### config.mk
export PLATFORM = sky130hd
export DESIGN_NAME = sound_register_to_midi_notes
export DESIGN_NICKNAME = d
export VERILOG_FILES = /design/src/hw/rtl/srmn_pkg.sv /design/src/hw/rtl/srmn_datapath.sv /design/src/hw/rtl/srmn_ctrl.sv /design/src/hw/rtl/sound_register_to_midi_notes.sv
export VERILOG_INCLUDE_DIRS = /design/src /design/src/hw/rtl
export SDC_FILE = /design/constraint.sdc
export NUM_CORES = 1
export LEC_CHECK = 0
export BUFFER_PORTS_ARGS = -buffer_cell sky130_fd_sc_hd__buf_2
export CORE_AREA = 2 2 179 224
export CTS_BUF_LIST = sky130_fd_sc_hd__clkbuf_8
export DETAILED_ROUTE_END_ITERATION = 7
export DIE_AREA = 0 0 181 226
export PLACE_DENSITY = 0.78
export SETUP_SLACK_MARGIN = 0.4
export SYNTH_ARGS = -nofsm -noshare
export SYNTH_HDL_FRONTEND = slang
export SYNTH_SLANG_ARGS = --single-unit
### constraint.sdc
create_clock -name clk_i -period 9.55 [get_ports clk_i]
set_input_delay 0.955 -clock clk_i [delete_from_list [all_inputs] [get_ports clk_i]]
set_output_delay 0.955 -clock clk_i [all_outputs]
set_load 0.005 [all_outputs]
### src/hw/rtl/sound_register_to_midi_notes_defines.svh
// Assertion macros shared by the sound register to MIDI note converter.
`ifndef SOUND_REGISTER_TO_MIDI_NOTES_DEFINES_SVH
`define SOUND_REGISTER_TO_MIDI_NOTES_DEFINES_SVH

// Same-cycle implication, disabled while reset is asserted.
`define SRMN_ASSERT_IMP(lbl, clk, rst_n, ante, cons, msg) \
  lbl: assert property (@(posedge clk) disable iff (!rst_n) (ante) |-> (cons)) \
    else $error(msg);

// Next-cycle implication, disabled while reset is asserted.
`define SRMN_ASSERT_NXT(lbl, clk, rst_n, ante, cons, msg) \
  lbl: assert property (@(posedge clk) disable iff (!rst_n) (ante) |=> (cons)) \
    else $error(msg);

`endif

### src/hw/rtl/srmn_pkg.sv
// Types, constants and tables of the sound register to MIDI note converter.
package srmn_pkg;

  localparam int unsigned NUM_VOICES = 4;
  localparam int unsigned VOICE_W    = 2;

  // Voice numbers with their own decode.
  localparam logic [VOICE_W-1:0] VOICE_TRIANGLE = 2'd2;
  localparam logic [VOICE_W-1:0] VOICE_NOISE    = 2'd3;

  // Configuration register indexes.
  localparam logic [1:0] CFG_TRI_VEL   = 2'd0;
  localparam logic [1:0] CFG_NOISE_VEL = 2'd1;
  localparam logic [1:0] CFG_MUTE      = 2'd2;

  localparam logic [6:0] TRI_VEL_RESET   = 7'd100;
  localparam logic [6:0] NOISE_VEL_RESET = 7'd64;

  // Bus decode.
  localparam logic [15:0] REG_BASE      = 16'h4000;
  localparam logic [15:0] ENABLE_OFFSET = 16'h0015;

  // MIDI status nibbles.
  localparam logic [3:0] MIDI_NOTE_OFF = 4'h8;
  localparam logic [3:0] MIDI_NOTE_ON  = 4'h9;

  // Note mapping: note = NOTE_BASE + number of table entries F with F * (period + 1) <= limit.
  localparam logic [7:0]  NOTE_BASE       = 8'd32;
  localparam logic [6:0]  NOTE_STEPS      = 7'd96;
  localparam logic [25:0] PERIOD_PROD_MAX = 26'd111861;
  localparam logic [7:0]  VOL_SLACK       = 8'd24;
  localparam int unsigned SEARCH_STEPS    = 7;

  localparam logic [6:0] LEN_ROM [32] = '{
    7'd5,  7'd127, 7'd10, 7'd1,  7'd19, 7'd2,  7'd40, 7'd3,
    7'd80, 7'd4,   7'd30, 7'd5,  7'd7,  7'd6,  7'd13, 7'd7,
    7'd6,  7'd8,   7'd12, 7'd9,  7'd24, 7'd10, 7'd48, 7'd11,
    7'd96, 7'd12,  7'd36, 7'd13, 7'd8,  7'd14, 7'd16, 7'd15
  };

  // Smallest quotient giving notes 33 through 128.
  localparam logic [13:0] NOTE_FLOOR [96] = '{
    14'd56, 14'd59, 14'd62,
    14'd66, 14'd70, 14'd74, 14'd78, 14'd83, 14'd88, 14'd93, 14'd99,
    14'd104, 14'd111, 14'd117, 14'd124,
    14'd131, 14'd139, 14'd147, 14'd156, 14'd165, 14'd175, 14'd186, 14'd197,
    14'd208, 14'd221, 14'd234, 14'd247,
    14'd262, 14'd278, 14'd294, 14'd312, 14'd330, 14'd350, 14'd371, 14'd393,
    14'd416, 14'd441, 14'd467, 14'd494,
    14'd524, 14'd555, 14'd588, 14'd623, 14'd660, 14'd699, 14'd741, 14'd785,
    14'd831, 14'd881, 14'd933, 14'd988,
    14'd1047, 14'd1109, 14'd1175, 14'd1245, 14'd1319, 14'd1397, 14'd1481,
    14'd1569, 14'd1662, 14'd1761, 14'd1865, 14'd1976,
    14'd2094, 14'd2218, 14'd2350, 14'd2490, 14'd2638, 14'd2794, 14'd2961,
    14'd3137, 14'd3323, 14'd3521, 14'd3730, 14'd3952,
    14'd4187, 14'd4436, 14'd4699, 14'd4979, 14'd5275, 14'd5588, 14'd5921,
    14'd6273, 14'd6646, 14'd7041, 14'd7459, 14'd7903,
    14'd8373, 14'd8871, 14'd9398, 14'd9957, 14'd10549, 14'd11176, 14'd11841,
    14'd12545, 14'd13291
  };

  typedef struct packed {
    logic        req_type;
    logic [15:0] bus_addr;
    logic [7:0]  bus_data;
  } req_t;

  typedef struct packed {
    logic [7:0] midi_status;
    logic [6:0] note_number;
    logic [6:0] velocity;
    logic       last_msg;
  } msg_t;

  // Controller state, also sent to the datapath as the current phase.
  typedef enum logic [2:0] {
    PH_IDLE,
    PH_DEFER,
    PH_EVAL,
    PH_SEARCH,
    PH_OFF,
    PH_ON,
    PH_TIMER,
    PH_FLUSH
  } phase_e;

  typedef struct packed {
    phase_e             phase;
    logic [VOICE_W-1:0] voice;
    logic               go;
    logic               wr_en;
  } cmd_t;

  typedef struct packed {
    logic start;
    logic need_emit;
    logic emit_ok;
  } status_t;

endpackage

### src/hw/rtl/srmn_datapath.sv
// Datapath: register file, voice state, note search unit and message buffers.
`include "sound_register_to_midi_notes_defines.svh"

module srmn_datapath (
  input  logic           clk_i,
  input  logic           rst_ni,
  input  srmn_pkg::cmd_t cmd_i,
  output srmn_pkg::status_t status_o,
  input  srmn_pkg::req_t req_i,
  input  logic           cfg_we_i,
  input  logic [1:0]     cfg_idx_i,
  input  logic [6:0]     cfg_data_i,
  output srmn_pkg::msg_t msg_o,
  output logic           msg_valid_o,
  input  logic           msg_ready_i
);
  import srmn_pkg::*;

  logic [3:0][7:0] voice_regs_q [NUM_VOICES];
  logic [3:0][7:0] voice_regs_d [NUM_VOICES];
  logic [NUM_VOICES-1:0] enable_q, enable_d;
  logic [NUM_VOICES-1:0] pending_q, pending_d;
  logic [7:0] timer_q [NUM_VOICES];
  logic [7:0] timer_d [NUM_VOICES];
  logic [6:0] play_note_q [NUM_VOICES];
  logic [6:0] play_note_d [NUM_VOICES];
  logic [6:0] play_vel_q [NUM_VOICES];
  logic [6:0] play_vel_d [NUM_VOICES];
  logic [6:0] defer_q [NUM_VOICES];
  logic [6:0] defer_d [NUM_VOICES];

  logic [6:0] tri_vel_q, tri_vel_d;
  logic [6:0] noise_vel_q, noise_vel_d;
  logic       mute_q, mute_d;

  logic [6:0] lo_q, lo_d, hi_q, hi_d;

  logic hold_valid_q, hold_valid_d;
  msg_t hold_q, hold_d;
  logic out_valid_q, out_valid_d;
  msg_t out_q, out_d;

  logic [VOICE_W-1:0] v;
  logic [3:0][7:0]    row;
  logic [6:0]         vol;
  logic [10:0]        period;
  logic [6:0]         len;
  logic               active;
  logic [6:0]         cur_note, cur_vel;
  logic [15:0]        off;

  logic [11:0] fp1;
  logic [7:0]  mid;
  logic [6:0]  probe_idx;
  logic [13:0] probe_floor;
  logic [25:0] prod;
  logic        probe_ok;
  logic [7:0]  note;

  logic defer_fire, off_needed, on_needed, stop_now, out_free;
  logic emit_en;
  msg_t emit_msg;

  assign v        = cmd_i.voice;
  assign row      = voice_regs_q[v];
  assign cur_note = play_note_q[v];
  assign cur_vel  = play_vel_q[v];
  assign len      = LEN_ROM[row[3][7:3]];
  assign off      = req_i.bus_addr - REG_BASE;

  // Voice decode.
  always_comb begin
    case (v)
      VOICE_TRIANGLE: begin
        vol    = tri_vel_q;
        period = {row[3][2:0], row[2]};
      end
      VOICE_NOISE: begin
        vol    = noise_vel_q;
        period = {row[2][3:0], 7'd0};
      end
      default: begin
        vol    = {row[0][3:0], 3'd0};
        period = {row[3][2:0], row[2]};
      end
    endcase
    if (mute_q) begin
      vol = '0;
    end
  end

  assign active = (vol != '0) && (period > 11'd1);

  // One step of the binary search for the note: the answer lies in [lo, hi].
  assign fp1         = {1'b0, period} + 12'd1;
  assign mid         = ({1'b0, lo_q} + {1'b0, hi_q} + 8'd1) >> 1;
  assign probe_idx   = mid[6:0] - 7'd1;
  assign probe_floor = (probe_idx < NOTE_STEPS) ? NOTE_FLOOR[probe_idx] : '0;
  assign prod        = {12'd0, probe_floor} * {14'd0, fp1};
  assign probe_ok    = (prod <= PERIOD_PROD_MAX);
  assign note        = NOTE_BASE + {1'b0, lo_q};

  assign defer_fire = (defer_q[v] != '0) && (defer_q[v] != cur_note);
  assign off_needed = ({1'b0, cur_note} != note)
                   || (({1'b0, vol} + VOL_SLACK) < {1'b0, cur_vel})
                   || (vol > cur_vel)
                   || (vol == '0);
  // A note code of 128 or more never sounds.
  assign on_needed  = !note[7];

  always_comb begin
    stop_now = 1'b0;
    if (cmd_i.go) begin
      case (cmd_i.phase)
        PH_EVAL:  stop_now = !enable_q[v] || !active;
        PH_TIMER: stop_now = (timer_q[v] == 8'd1);
        default:  stop_now = 1'b0;
      endcase
    end
  end

  always_comb begin
    emit_en  = 1'b0;
    emit_msg = '{midi_status: {MIDI_NOTE_OFF, 2'd0, v}, note_number: cur_note,
                 velocity: 7'd0, last_msg: 1'b0};
    case (cmd_i.phase)
      PH_DEFER: begin
        emit_en              = defer_fire;
        emit_msg.note_number = defer_q[v];
      end
      PH_OFF: begin
        emit_en = off_needed;
      end
      PH_ON: begin
        emit_en              = on_needed;
        emit_msg.midi_status = {MIDI_NOTE_ON, 2'd0, v};
        emit_msg.note_number = note[6:0];
        emit_msg.velocity    = vol;
      end
      default: emit_en = 1'b0;
    endcase
  end

  assign out_free = !out_valid_q || msg_ready_i;

  assign status_o.start     = enable_q[v] && active && pending_q[v];
  assign status_o.need_emit = emit_en || ((cmd_i.phase == PH_FLUSH) && hold_valid_q);
  assign status_o.emit_ok   = !hold_valid_q || out_free;

  always_comb begin
    voice_regs_d = voice_regs_q;
    enable_d     = enable_q;
    pending_d    = pending_q;
    timer_d      = timer_q;
    play_note_d  = play_note_q;
    play_vel_d   = play_vel_q;
    defer_d      = defer_q;
    tri_vel_d    = tri_vel_q;
    noise_vel_d  = noise_vel_q;
    mute_d       = mute_q;
    lo_d         = lo_q;
    hi_d         = hi_q;
    hold_valid_d = hold_valid_q;
    hold_d       = hold_q;
    out_valid_d  = out_valid_q;
    out_d        = out_q;

    if (out_valid_q && msg_ready_i) begin
      out_valid_d = 1'b0;
    end

    if (cfg_we_i) begin
      case (cfg_idx_i)
        CFG_TRI_VEL:   tri_vel_d   = cfg_data_i;
        CFG_NOISE_VEL: noise_vel_d = cfg_data_i;
        CFG_MUTE:      mute_d      = cfg_data_i[0];
        default:       mute_d      = mute_q;
      endcase
    end

    if (cmd_i.wr_en) begin
      if (off[15:4] == '0) begin
        voice_regs_d[off[3:2]][off[1:0]] = req_i.bus_data;
        pending_d[off[3:2]]              = 1'b1;
      end else if (off == ENABLE_OFFSET) begin
        enable_d = req_i.bus_data[NUM_VOICES-1:0];
      end
    end

    if (cmd_i.go) begin
      case (cmd_i.phase)
        PH_DEFER: begin
          if (defer_fire) begin
            defer_d[v] = '0;
          end
        end
        PH_EVAL: begin
          if (!enable_q[v]) begin
            pending_d[v] = 1'b1;
          end else if (active && pending_q[v]) begin
            pending_d[v] = 1'b0;
            timer_d[v]   = {1'b0, len} + 8'd1;
            lo_d         = '0;
            hi_d         = NOTE_STEPS;
          end
        end
        PH_SEARCH: begin
          if (lo_q < hi_q) begin
            if (probe_ok) begin
              lo_d = mid[6:0];
            end else begin
              hi_d = mid[6:0] - 7'd1;
            end
          end
        end
        PH_OFF: begin
          if (off_needed) begin
            play_note_d[v] = '0;
            play_vel_d[v]  = '0;
          end
        end
        PH_ON: begin
          if (on_needed) begin
            play_note_d[v] = note[6:0];
            play_vel_d[v]  = vol;
          end
        end
        PH_TIMER: begin
          if (timer_q[v] != '0) begin
            timer_d[v] = timer_q[v] - 8'd1;
          end
        end
        PH_FLUSH: begin
          if (hold_valid_q) begin
            out_d          = hold_q;
            out_d.last_msg = 1'b1;
            out_valid_d    = 1'b1;
            hold_valid_d   = 1'b0;
          end
        end
        default: lo_d = lo_q;
      endcase

      // The newest message waits in the hold register so that the last one
      // of a frame can be marked when the frame ends.
      if (emit_en) begin
        if (hold_valid_q) begin
          out_d       = hold_q;
          out_valid_d = 1'b1;
        end
        hold_d       = emit_msg;
        hold_valid_d = 1'b1;
      end

      if (stop_now && (cur_note != '0)) begin
        defer_d[v]     = cur_note;
        play_note_d[v] = '0;
        play_vel_d[v]  = '0;
      end
    end
  end

  always_ff @(posedge clk_i or negedge rst_ni) begin
    if (!rst_ni) begin
      for (int i = 0; i < NUM_VOICES; i++) begin
        voice_regs_q[i] <= '0;
        timer_q[i]      <= '0;
        play_note_q[i]  <= '0;
        play_vel_q[i]   <= '0;
        defer_q[i]      <= '0;
      end
      enable_q     <= '0;
      pending_q    <= '0;
      tri_vel_q    <= TRI_VEL_RESET;
      noise_vel_q  <= NOISE_VEL_RESET;
      mute_q       <= 1'b0;
      hold_valid_q <= 1'b0;
      out_valid_q  <= 1'b0;
    end else begin
      voice_regs_q <= voice_regs_d;
      timer_q      <= timer_d;
      play_note_q  <= play_note_d;
      play_vel_q   <= play_vel_d;
      defer_q      <= defer_d;
      enable_q     <= enable_d;
      pending_q    <= pending_d;
      tri_vel_q    <= tri_vel_d;
      noise_vel_q  <= noise_vel_d;
      mute_q       <= mute_d;
      hold_valid_q <= hold_valid_d;
      out_valid_q  <= out_valid_d;
    end
  end

  always_ff @(posedge clk_i) begin
    lo_q   <= lo_d;
    hi_q   <= hi_d;
    hold_q <= hold_d;
    out_q  <= out_d;
  end

  assign msg_o       = out_q;
  assign msg_valid_o = out_valid_q;

  `SRMN_ASSERT_IMP(a_idle_hold_empty, clk_i, rst_ni, cmd_i.phase == PH_IDLE, !hold_valid_q, "message left in hold register while idle")
  `SRMN_ASSERT_NXT(a_flush_marks_last, clk_i, rst_ni, cmd_i.go && (cmd_i.phase == PH_FLUSH) && hold_valid_q, out_valid_q && out_q.last_msg, "final message of a frame not marked last")
  `SRMN_ASSERT_IMP(a_note_vel_pair, clk_i, rst_ni, 1'b1, (play_note_q[v] != '0) == (play_vel_q[v] != '0), "playing note and velocity disagree")

endmodule

### src/hw/rtl/srmn_ctrl.sv
// Controller: sequences the deferred note-offs, the per-voice work and the frame end.
module srmn_ctrl (
  input  logic              clk_i,
  input  logic              rst_ni,
  input  logic              req_valid_i,
  input  logic              req_type_i,
  output logic              req_ready_o,
  input  srmn_pkg::status_t status_i,
  output srmn_pkg::cmd_t    cmd_o
);
  import srmn_pkg::*;

  phase_e             state_q, state_d;
  logic [VOICE_W-1:0] voice_q, voice_d;
  logic [2:0]         step_q, step_d;
  logic               advance;

  // A step that sends a message waits until the message buffers can take it.
  assign advance = !status_i.need_emit || status_i.emit_ok;

  always_comb begin
    state_d      = state_q;
    voice_d      = voice_q;
    step_d       = step_q;
    req_ready_o  = 1'b0;
    cmd_o.phase  = state_q;
    cmd_o.voice  = voice_q;
    cmd_o.go     = 1'b0;
    cmd_o.wr_en  = 1'b0;

    case (state_q)
      PH_IDLE: begin
        req_ready_o = 1'b1;
        cmd_o.wr_en = req_valid_i && !req_type_i;
        if (req_valid_i && req_type_i) begin
          state_d = PH_DEFER;
          voice_d = '0;
        end
      end
      PH_DEFER: begin
        cmd_o.go = advance;
        if (advance) begin
          voice_d = voice_q + 2'd1;
          if (voice_q == VOICE_W'(NUM_VOICES - 1)) begin
            state_d = PH_EVAL;
          end
        end
      end
      PH_EVAL: begin
        cmd_o.go = 1'b1;
        step_d   = '0;
        state_d  = status_i.start ? PH_SEARCH : PH_TIMER;
      end
      PH_SEARCH: begin
        cmd_o.go = 1'b1;
        step_d   = step_q + 3'd1;
        if (step_q == 3'(SEARCH_STEPS - 1)) begin
          state_d = PH_OFF;
        end
      end
      PH_OFF: begin
        cmd_o.go = advance;
        if (advance) begin
          state_d = PH_ON;
        end
      end
      PH_ON: begin
        cmd_o.go = advance;
        if (advance) begin
          state_d = PH_TIMER;
        end
      end
      PH_TIMER: begin
        cmd_o.go = 1'b1;
        voice_d  = voice_q + 2'd1;
        state_d  = (voice_q == VOICE_W'(NUM_VOICES - 1)) ? PH_FLUSH : PH_EVAL;
      end
      PH_FLUSH: begin
        cmd_o.go = advance;
        if (advance) begin
          state_d = PH_IDLE;
        end
      end
      default: state_d = PH_IDLE;
    endcase
  end

  always_ff @(posedge clk_i or negedge rst_ni) begin
    if (!rst_ni) begin
      state_q <= PH_IDLE;
      voice_q <= '0;
      step_q  <= '0;
    end else begin
      state_q <= state_d;
      voice_q <= voice_d;
      step_q  <= step_d;
    end
  end

endmodule

### src/hw/rtl/sound_register_to_midi_notes.sv
// Top level of the sound register to MIDI note converter.
// A register write request is taken while idle and gives no message. A frame
// request sends any deferred note-offs, one voice after another, then works
// through the four voices: it decodes a voice, and for a voice whose note
// restarts runs the binary search of the note table (one table multiply and
// compare a cycle) and sends note-off and note-on where needed, then steps the
// length timer; at the end it releases the last message, which carries
// last_msg. The next request is taken once the frame is done, while its last
// message may still wait in the output register. Configuration writes take
// effect at once.
module sound_register_to_midi_notes (
  input  logic           clk_i,
  input  logic           rst_ni,
  input  srmn_pkg::req_t req_i,
  input  logic           req_valid_i,
  output logic           req_ready_o,
  output srmn_pkg::msg_t msg_o,
  output logic           msg_valid_o,
  input  logic           msg_ready_i,
  input  logic           cfg_we_i,
  input  logic [1:0]     cfg_idx_i,
  input  logic [6:0]     cfg_data_i
);
  import srmn_pkg::*;

  cmd_t    cmd;
  status_t status;

  srmn_ctrl u_ctrl (
    .clk_i       (clk_i),
    .rst_ni      (rst_ni),
    .req_valid_i (req_valid_i),
    .req_type_i  (req_i.req_type),
    .req_ready_o (req_ready_o),
    .status_i    (status),
    .cmd_o       (cmd)
  );

  srmn_datapath u_datapath (
    .clk_i       (clk_i),
    .rst_ni      (rst_ni),
    .cmd_i       (cmd),
    .status_o    (status),
    .req_i       (req_i),
    .cfg_we_i    (cfg_we_i),
    .cfg_idx_i   (cfg_idx_i),
    .cfg_data_i  (cfg_data_i),
    .msg_o       (msg_o),
    .msg_valid_o (msg_valid_o),
    .msg_ready_i (msg_ready_i)
  );

endmodule
== Word level (Yosys, flattened, before mapping) ==
Memory sizes are Yosys's and may differ from the RTL's.
Cells that the tools add are included.
Widths: inputs -> output; s select.

* Bits in read-only memories: 2,016
* Output and inout bits: 25
* Input bits: 39
* Memories: 2
* Flip-flop bits (word level): 336

* Eq/ne operators: 29
* Bitwise gates (word level): 15
* Muxes and demuxes: 113
* Reduce and logical (&&, ||, !) cells: 56
* Add/sub/neg operators: 11
* Multiply operators: 1
* $lt $le $gt $ge: 18

{| class="wikitable"
|+ Memories
! name !! depth !! bits a word !! read ports !! clocked after memory_dff !! write ports !! line !! source
|-
| (no name shown) || 128 || 14 || 1 || 0 || 0 || srmn_datapath.sv:98 || <nowiki>assign probe_floor = (probe_idx < NOTE_STEPS) ? NOTE_FLOOR[probe_idx] : '0;</nowiki>
|-
| (no name shown) || 32 || 7 || 1 || 0 || 0 || srmn_datapath.sv:68 || <nowiki>assign len = LEN_ROM[row[3][7:3]];</nowiki>
|}

{| class="wikitable"
|+ Operators with widths
! operator !! count
|-
| $mux 28 || 12
|-
| $mux 32 || 6
|-
| $and 28x28->28 || 5
|-
| $bwmux 128 || 1
|-
| $mux 7 || 18
|-
| $pmux 28 s2 || 2
|-
| $mux 23 || 4
|-
| $bwmux 28 || 3
|-
| $bmux 32 s2 || 1
|-
| $bwmux 32 || 2
|-
| $demux 32 s2 || 1
|-
| $pmux 32 s2 || 1
|-
| $pmux 7 s2 || 4
|-
| $bmux 7 s2 || 3
|-
| $mux 14 || 3
|-
| $demux 8 s2 || 2
|-
| $mux 8 || 4
|-
| $not 28->28 || 1
|-
| $mux 3 || 9
|-
| $le 26x17->1 const B || 1
|-
| $mul 14x12->26 || 1
|-
| $mux 4 || 6
|-
| $ne 2x1->1 const B || 12
|-
| $pmux 3 s8 || 1
|-
| 69 further kinds || 140
|}

== Logic depth before layout (Yosys ltp) ==
* Word-level depth: 19
* Mapped depth: 39
* Gate-level depth less buffers: 34

== Cells and area by module ==
A second synthesis with hierarchy kept.

* Cell total of the unflattened synthesis: 2,211
* Area total of the unflattened synthesis: 22,042.4 um2

{| class="wikitable"
|+ Modules (own cells, without submodules)
! module !! seq. area each (um2) !! instances !! area an instance (um2) !! cells an instance
|-
| srmn_datapath || 6,781.5 || 1 || 21,475.6 || 2,148
|-
| srmn_ctrl || 200.2 || 1 || 566.8 || 63
|}

== Worst setup path after synthesis ==
Ideal clock, no wire load.

* Path type: reg2reg
* Start point: register u_datapath.lo_q[1]
* End point: register u_datapath.hi_q[0] (enable)
* Slack: 206 ps
* Cell stages (with the launch flop): 36
* Arrival time: 8,962 ps
* Period minus slack after synthesis: 9,344 ps
* Buffers on the path: 4
* Library setup time: 382 ps
* Path through: edfxtp_1 -> inv_1 -> fa_1 -> xnor2_2 -> ha_1 -> clkbuf_1 -> nand2_1 -> mux2_2 -> or3_1 -> o311a_1 -> buf_6 -> a2111oi_2 -> a21oi_1 -> o22ai_2 -> buf_4 -> nand2_1 -> fa_1 -> inv_1 -> fa_1 -> fa_1 -> fa_1 -> inv_1 -> fa_1 -> inv_1 -> ha_1 -> clkbuf_1 -> and3_1 -> nand3_1 -> nor3_1 -> o2111ai_1 -> a21oi_1 -> a21o_1 -> a21oi_1 -> xnor2_1 -> a2111oi_2 -> a21boi_0

* Word-level cells in the longest chain between the ends: 12
* Elaborated cells on any way between the ends: 26
* Those cells by class: add/sub: 4; mul: 1; order compare: 3; eq/ne: 3; mux: 5; bitwise: 1; reduce/logical: 8; memory: 1

{| class="wikitable"
|+ RTL lines
! what !! line !! source
|-
| start, declared || srmn_datapath.sv:36 || <nowiki>logic [6:0] lo_q, lo_d, hi_q, hi_d;</nowiki>
|-
| start signal, assigned || srmn_datapath.sv:296 || <nowiki>lo_q <= lo_d;</nowiki>
|-
| $add 7x7->8 || srmn_datapath.sv:96 || <nowiki>assign mid = ({1'b0, lo_q} + {1'b0, hi_q} + 8'd1) >> 1;</nowiki>
|-
| $add 8x1->8 || srmn_datapath.sv:96 ||
|-
| $sub 7x1->7 || srmn_datapath.sv:97 || <nowiki>assign probe_idx = mid[6:0] - 7'd1;</nowiki>
|-
| $not 7->8 (implied by the code) || srmn_datapath.sv:98 ||
|-
| $mem_v2 128x14 || n/a ||
|-
| $mux 14 (implied by the code) (2 in series) || srmn_datapath.sv:98 ||
|-
| $mux 14 || srmn_datapath.sv:98 ||
|-
| $mul 14x12->26 || srmn_datapath.sv:99 || <nowiki>assign prod = {12'd0, probe_floor} * {14'd0, fp1};</nowiki>
|-
| $le 26x17->1 || srmn_datapath.sv:100 || <nowiki>assign probe_ok = (prod <= PERIOD_PROD_MAX);</nowiki>
|-
| $ne 2x2->1 (no source line) || n/a ||
|-
| $reduce_and 6->1 (no source line) * || n/a ||
|-
| end signal, assigned || srmn_datapath.sv:297 || <nowiki>hi_q <= hi_d;</nowiki>
|-
| end, declared || srmn_datapath.sv:36 ||
|}

Mark *: on every way between the ends. The rest lies on a longest branch, timed or not. The select of a mux whose other input is x is not followed.
A chain may end at the register's enable or synchronous reset.

== Worst setup path in the final report ==
* Start point: register u_datapath.lo_q[1]
* End point: register u_datapath.hi_q[3] (enable)

* Word-level cells in the longest chain between the ends: 12
* Elaborated cells on any way between the ends: 26
* Those cells by class: add/sub: 4; mul: 1; order compare: 3; eq/ne: 3; mux: 5; bitwise: 1; reduce/logical: 8; memory: 1

{| class="wikitable"
|+ RTL lines
! what !! line !! source
|-
| $add 7x7->8 * || srmn_datapath.sv:96 ||
|-
| $add 8x1->8 * || srmn_datapath.sv:96 ||
|-
| via u_datapath.mid[1] || srmn_datapath.sv:53 || <nowiki>logic [7:0] mid;</nowiki>
|-
| $sub 7x1->7 * || srmn_datapath.sv:97 ||
|-
| $not 7->8 (implied by the code) || srmn_datapath.sv:98 ||
|-
| $mem_v2 128x14 || n/a ||
|-
| $mux 14 (implied by the code) (2 in series) || srmn_datapath.sv:98 ||
|-
| $mux 14 * || srmn_datapath.sv:98 ||
|-
| $mul 14x12->26 * || srmn_datapath.sv:99 ||
|-
| $le 26x17->1 * || srmn_datapath.sv:100 ||
|-
| $ne 2x2->1 (no source line) * || n/a ||
|-
| $reduce_and 6->1 (no source line) * || n/a ||
|}

Mark *: on every way through the listed nets, which the timed path passes. The rest lies on a longest branch. The select of a mux whose other input is x is not followed.

==> flow_summary.toml <==
[routing]
drt_iter0_drc = 1833
drtAntennaViolNets = 0
vias_per_cell = 6.35
drt_pass1_iterations = 6
drc = 0
vias = 18600
routed_wl_um = 62000
wl_per_cell_um = 21.1

[global_route]
gr-total-overflow = 0
grt_start_max_net_pins = 93
grt_usage = 0.299
grt_pass1_wl_um = 98400
antenna_found_initial = 0
grt_pass1_vias = 19100

[timing]
slew_viol_final = 0
finalHoldViolCount = 0
fin_crit_sh = 0.945
period_needed_ps = 9020
whs_ps = 402
setup_viol_count_final = 0
clock_skew_ps = 29.2
rsz0062_at_grt = "no"
worstMarginPinSlew_ps = 1280
max_slew_margin = 0.142
fmax_ghz = 0.111

[setup_path]
cpMostUsedCell = "fa_1"
crit_type = "reg -> reg"
slowest_stage = "fa_1"
critPathCaptureType = "flop"
startpoint_type = "flop"
path_max_fanout = 10
max_stage_delay_ps = 540
crit_arrival_ps = 9270
required_ps = 9800

[placed_design]
portBuffers = 63
hpwl_um = 43500
globalplace.congestion = 0.988

[floorplan]
rows = 81
fp.dieW_um = 181
core_um2 = 38900
fp.dieArea_um2 = 40900
die_h_um = 226
num_io_pins = 64
start_util = 0.581

[cts]
htree_num_levels = 2
cts_num_sinks = 283
hold_buffers = 0
cts.clk_slew.worst_paths_ps = 70
clockRootBuffer = "clkbuf_8"
cts_buffer_depth = 3
cts_tree = "done"
clock_latency_ps = 570
numCtsBuffers = 39

[yosys]
ys_seq_elements = 283
ys_warn_count = 0
synth_area_leaders = "dfrtp_1 25%, fa_1 11%, edfxtp_1 7.2%"
ys.flop_type = "dfrtp_1"
ys_async_sr_fraction = 0.809
yosysUniqueCellTypes = 98
netlist_area_um2 = 22600
syn-num-nets = 2514
synth_edf_count = 54
yosys.area.top_type = "dfrtp_1"
synth_top_area_frac = 0.249
synth.avg_cell_area_um2 = 10.1
synth-seq-area-share = 0.325
syn_inst = 2233

[final_layout]
fill_cells = 2863
drive_gt1_frac = 0.289
fin_nets = 2690
antenna-diode-count = 0
area_delta_synth_final_pct = 17.1
seq_area_um2 = 7360
multiInputGateArea_um2 = 14600

[worst_hold_path]
hp-class = "in -> async"

[outcome]
outcome = "completed"

[run]
maxCapViolations = 0
[path summary, 6_finish.rpt]
kind	startpoint	end	slack (ps)	cells past startpoint
setup reg to reg	u_datapath.lo_q[1]	u_datapath.hi_q[3]	530	38
hold reg to reg	u_datapath.play_vel_q[20]	u_datapath.play_vel_q[20]	490	1
max in group asynchronous	rst_ni	u_datapath.voice_regs_q[87]	6900	3
min in group clk_i	u_datapath.play_vel_q[20]	u_datapath.play_vel_q[20]	490	1
hold / removal	rst_ni	u_datapath.play_vel_q[9]	400	1
setup / recovery	u_datapath.lo_q[1]	u_datapath.hi_q[3]	530	38
[per-layer routing]
metal  track usage  routed length, µm
met4         0.155               3130
met3        0.0326               3570
met5             0                  0
met2         0.531              31700
met1         0.363              23600
[cell usage after synthesis, types with 44 or more instances]
library cell and n:
ha_1 121, clkbuf_1 66, mux2_2 140, nor2_1 148
o2bb2ai_1 48, inv_1 215, dfrtp_1 225, buf_2 44
nand2_1 229, fa_1 121, edfxtp_1 54, a21oi_1 90
o21ai_0 63, mux4_2 53
[worst max-delay path, delay by kind of cell (launching register included)]
kind	cells	cell delay [ps]
adder cells (fa/ha/maj)	7	3170
AO/OA/AOI/OAI	10	1970
buffers and inverters	12	1350
AND/OR/NAND/NOR	5	1000
XOR/XNOR	3	680
flip-flops	1	390
multiplexers	1	160
[through the flow]
| step | TNS (ps) | util | cell area (µm²) | cells | worst slack (ps) |
|---|---|---|---|---|---|
| floorplan | 0 | - | 22600 | 2233 | 405 |
| global placement | 0 | 0.616 | 24000 | 2790 | 51.0 |
| detailed placement | -867 | 0.616 | 24000 | 2790 | -99.0 |
| CTS | 0 | 0.651 | 25300 | 2884 | 401 |
| global route | 0 | 0.680 | 26500 | 2935 | 236 |
| finish | 0 | 0.680 | 26500 | 2935 | 529 |
[kinds of logic (layout without fill, tap and decap cells)]
group                    count (synthesis)  after routing  synth area share
AND/OR/NAND/NOR                        652            652             0.140
AO/OA/AOI/OAI                          413            413             0.129
buffers and inverters                  352            556            0.0654
flip-flops                             283            283             0.325
adder cells (fa/ha/maj)                243            243             0.175
multiplexers                           228            228             0.139
XOR/XNOR                                62             62            0.0277
[placed cells by master, fill, tap and decap left out, types with 62 or more instances in the layout]
master   netlist  final
nand2_1      229    218
buf_4         11    175
ha_1         121     96
nor2_1       148    141
mux2_2       140    139
inv_1        215    199
fa_1         121    120
dfrtp_1      225    223
buf_2         44     62
a21oi_1       90     80
[layout make-up]
class / count / area share
clock buffers: 50 / 0.0260
clock inverters: 19 / 0.00889
inverters: 217 / 0.0309
multi-input cells: 1598 / 0.552
flip-flops and latches: 283 / 0.278
well taps: 498 / 0.0235
repair buffers: 270 / 0.0801
[what timing repair did]
item	CTS	global route
setup buffers	24	50
gates resized for setup	41	156
gates cloned	1	1
endpoints found under the hold margin	0	0
pin swaps	19	101
setup endpoints to repair	14	14
Power is left out: the tool's default activity adds up to more than one toggle a clock period on the data nets, which glitch-free logic cannot reach.
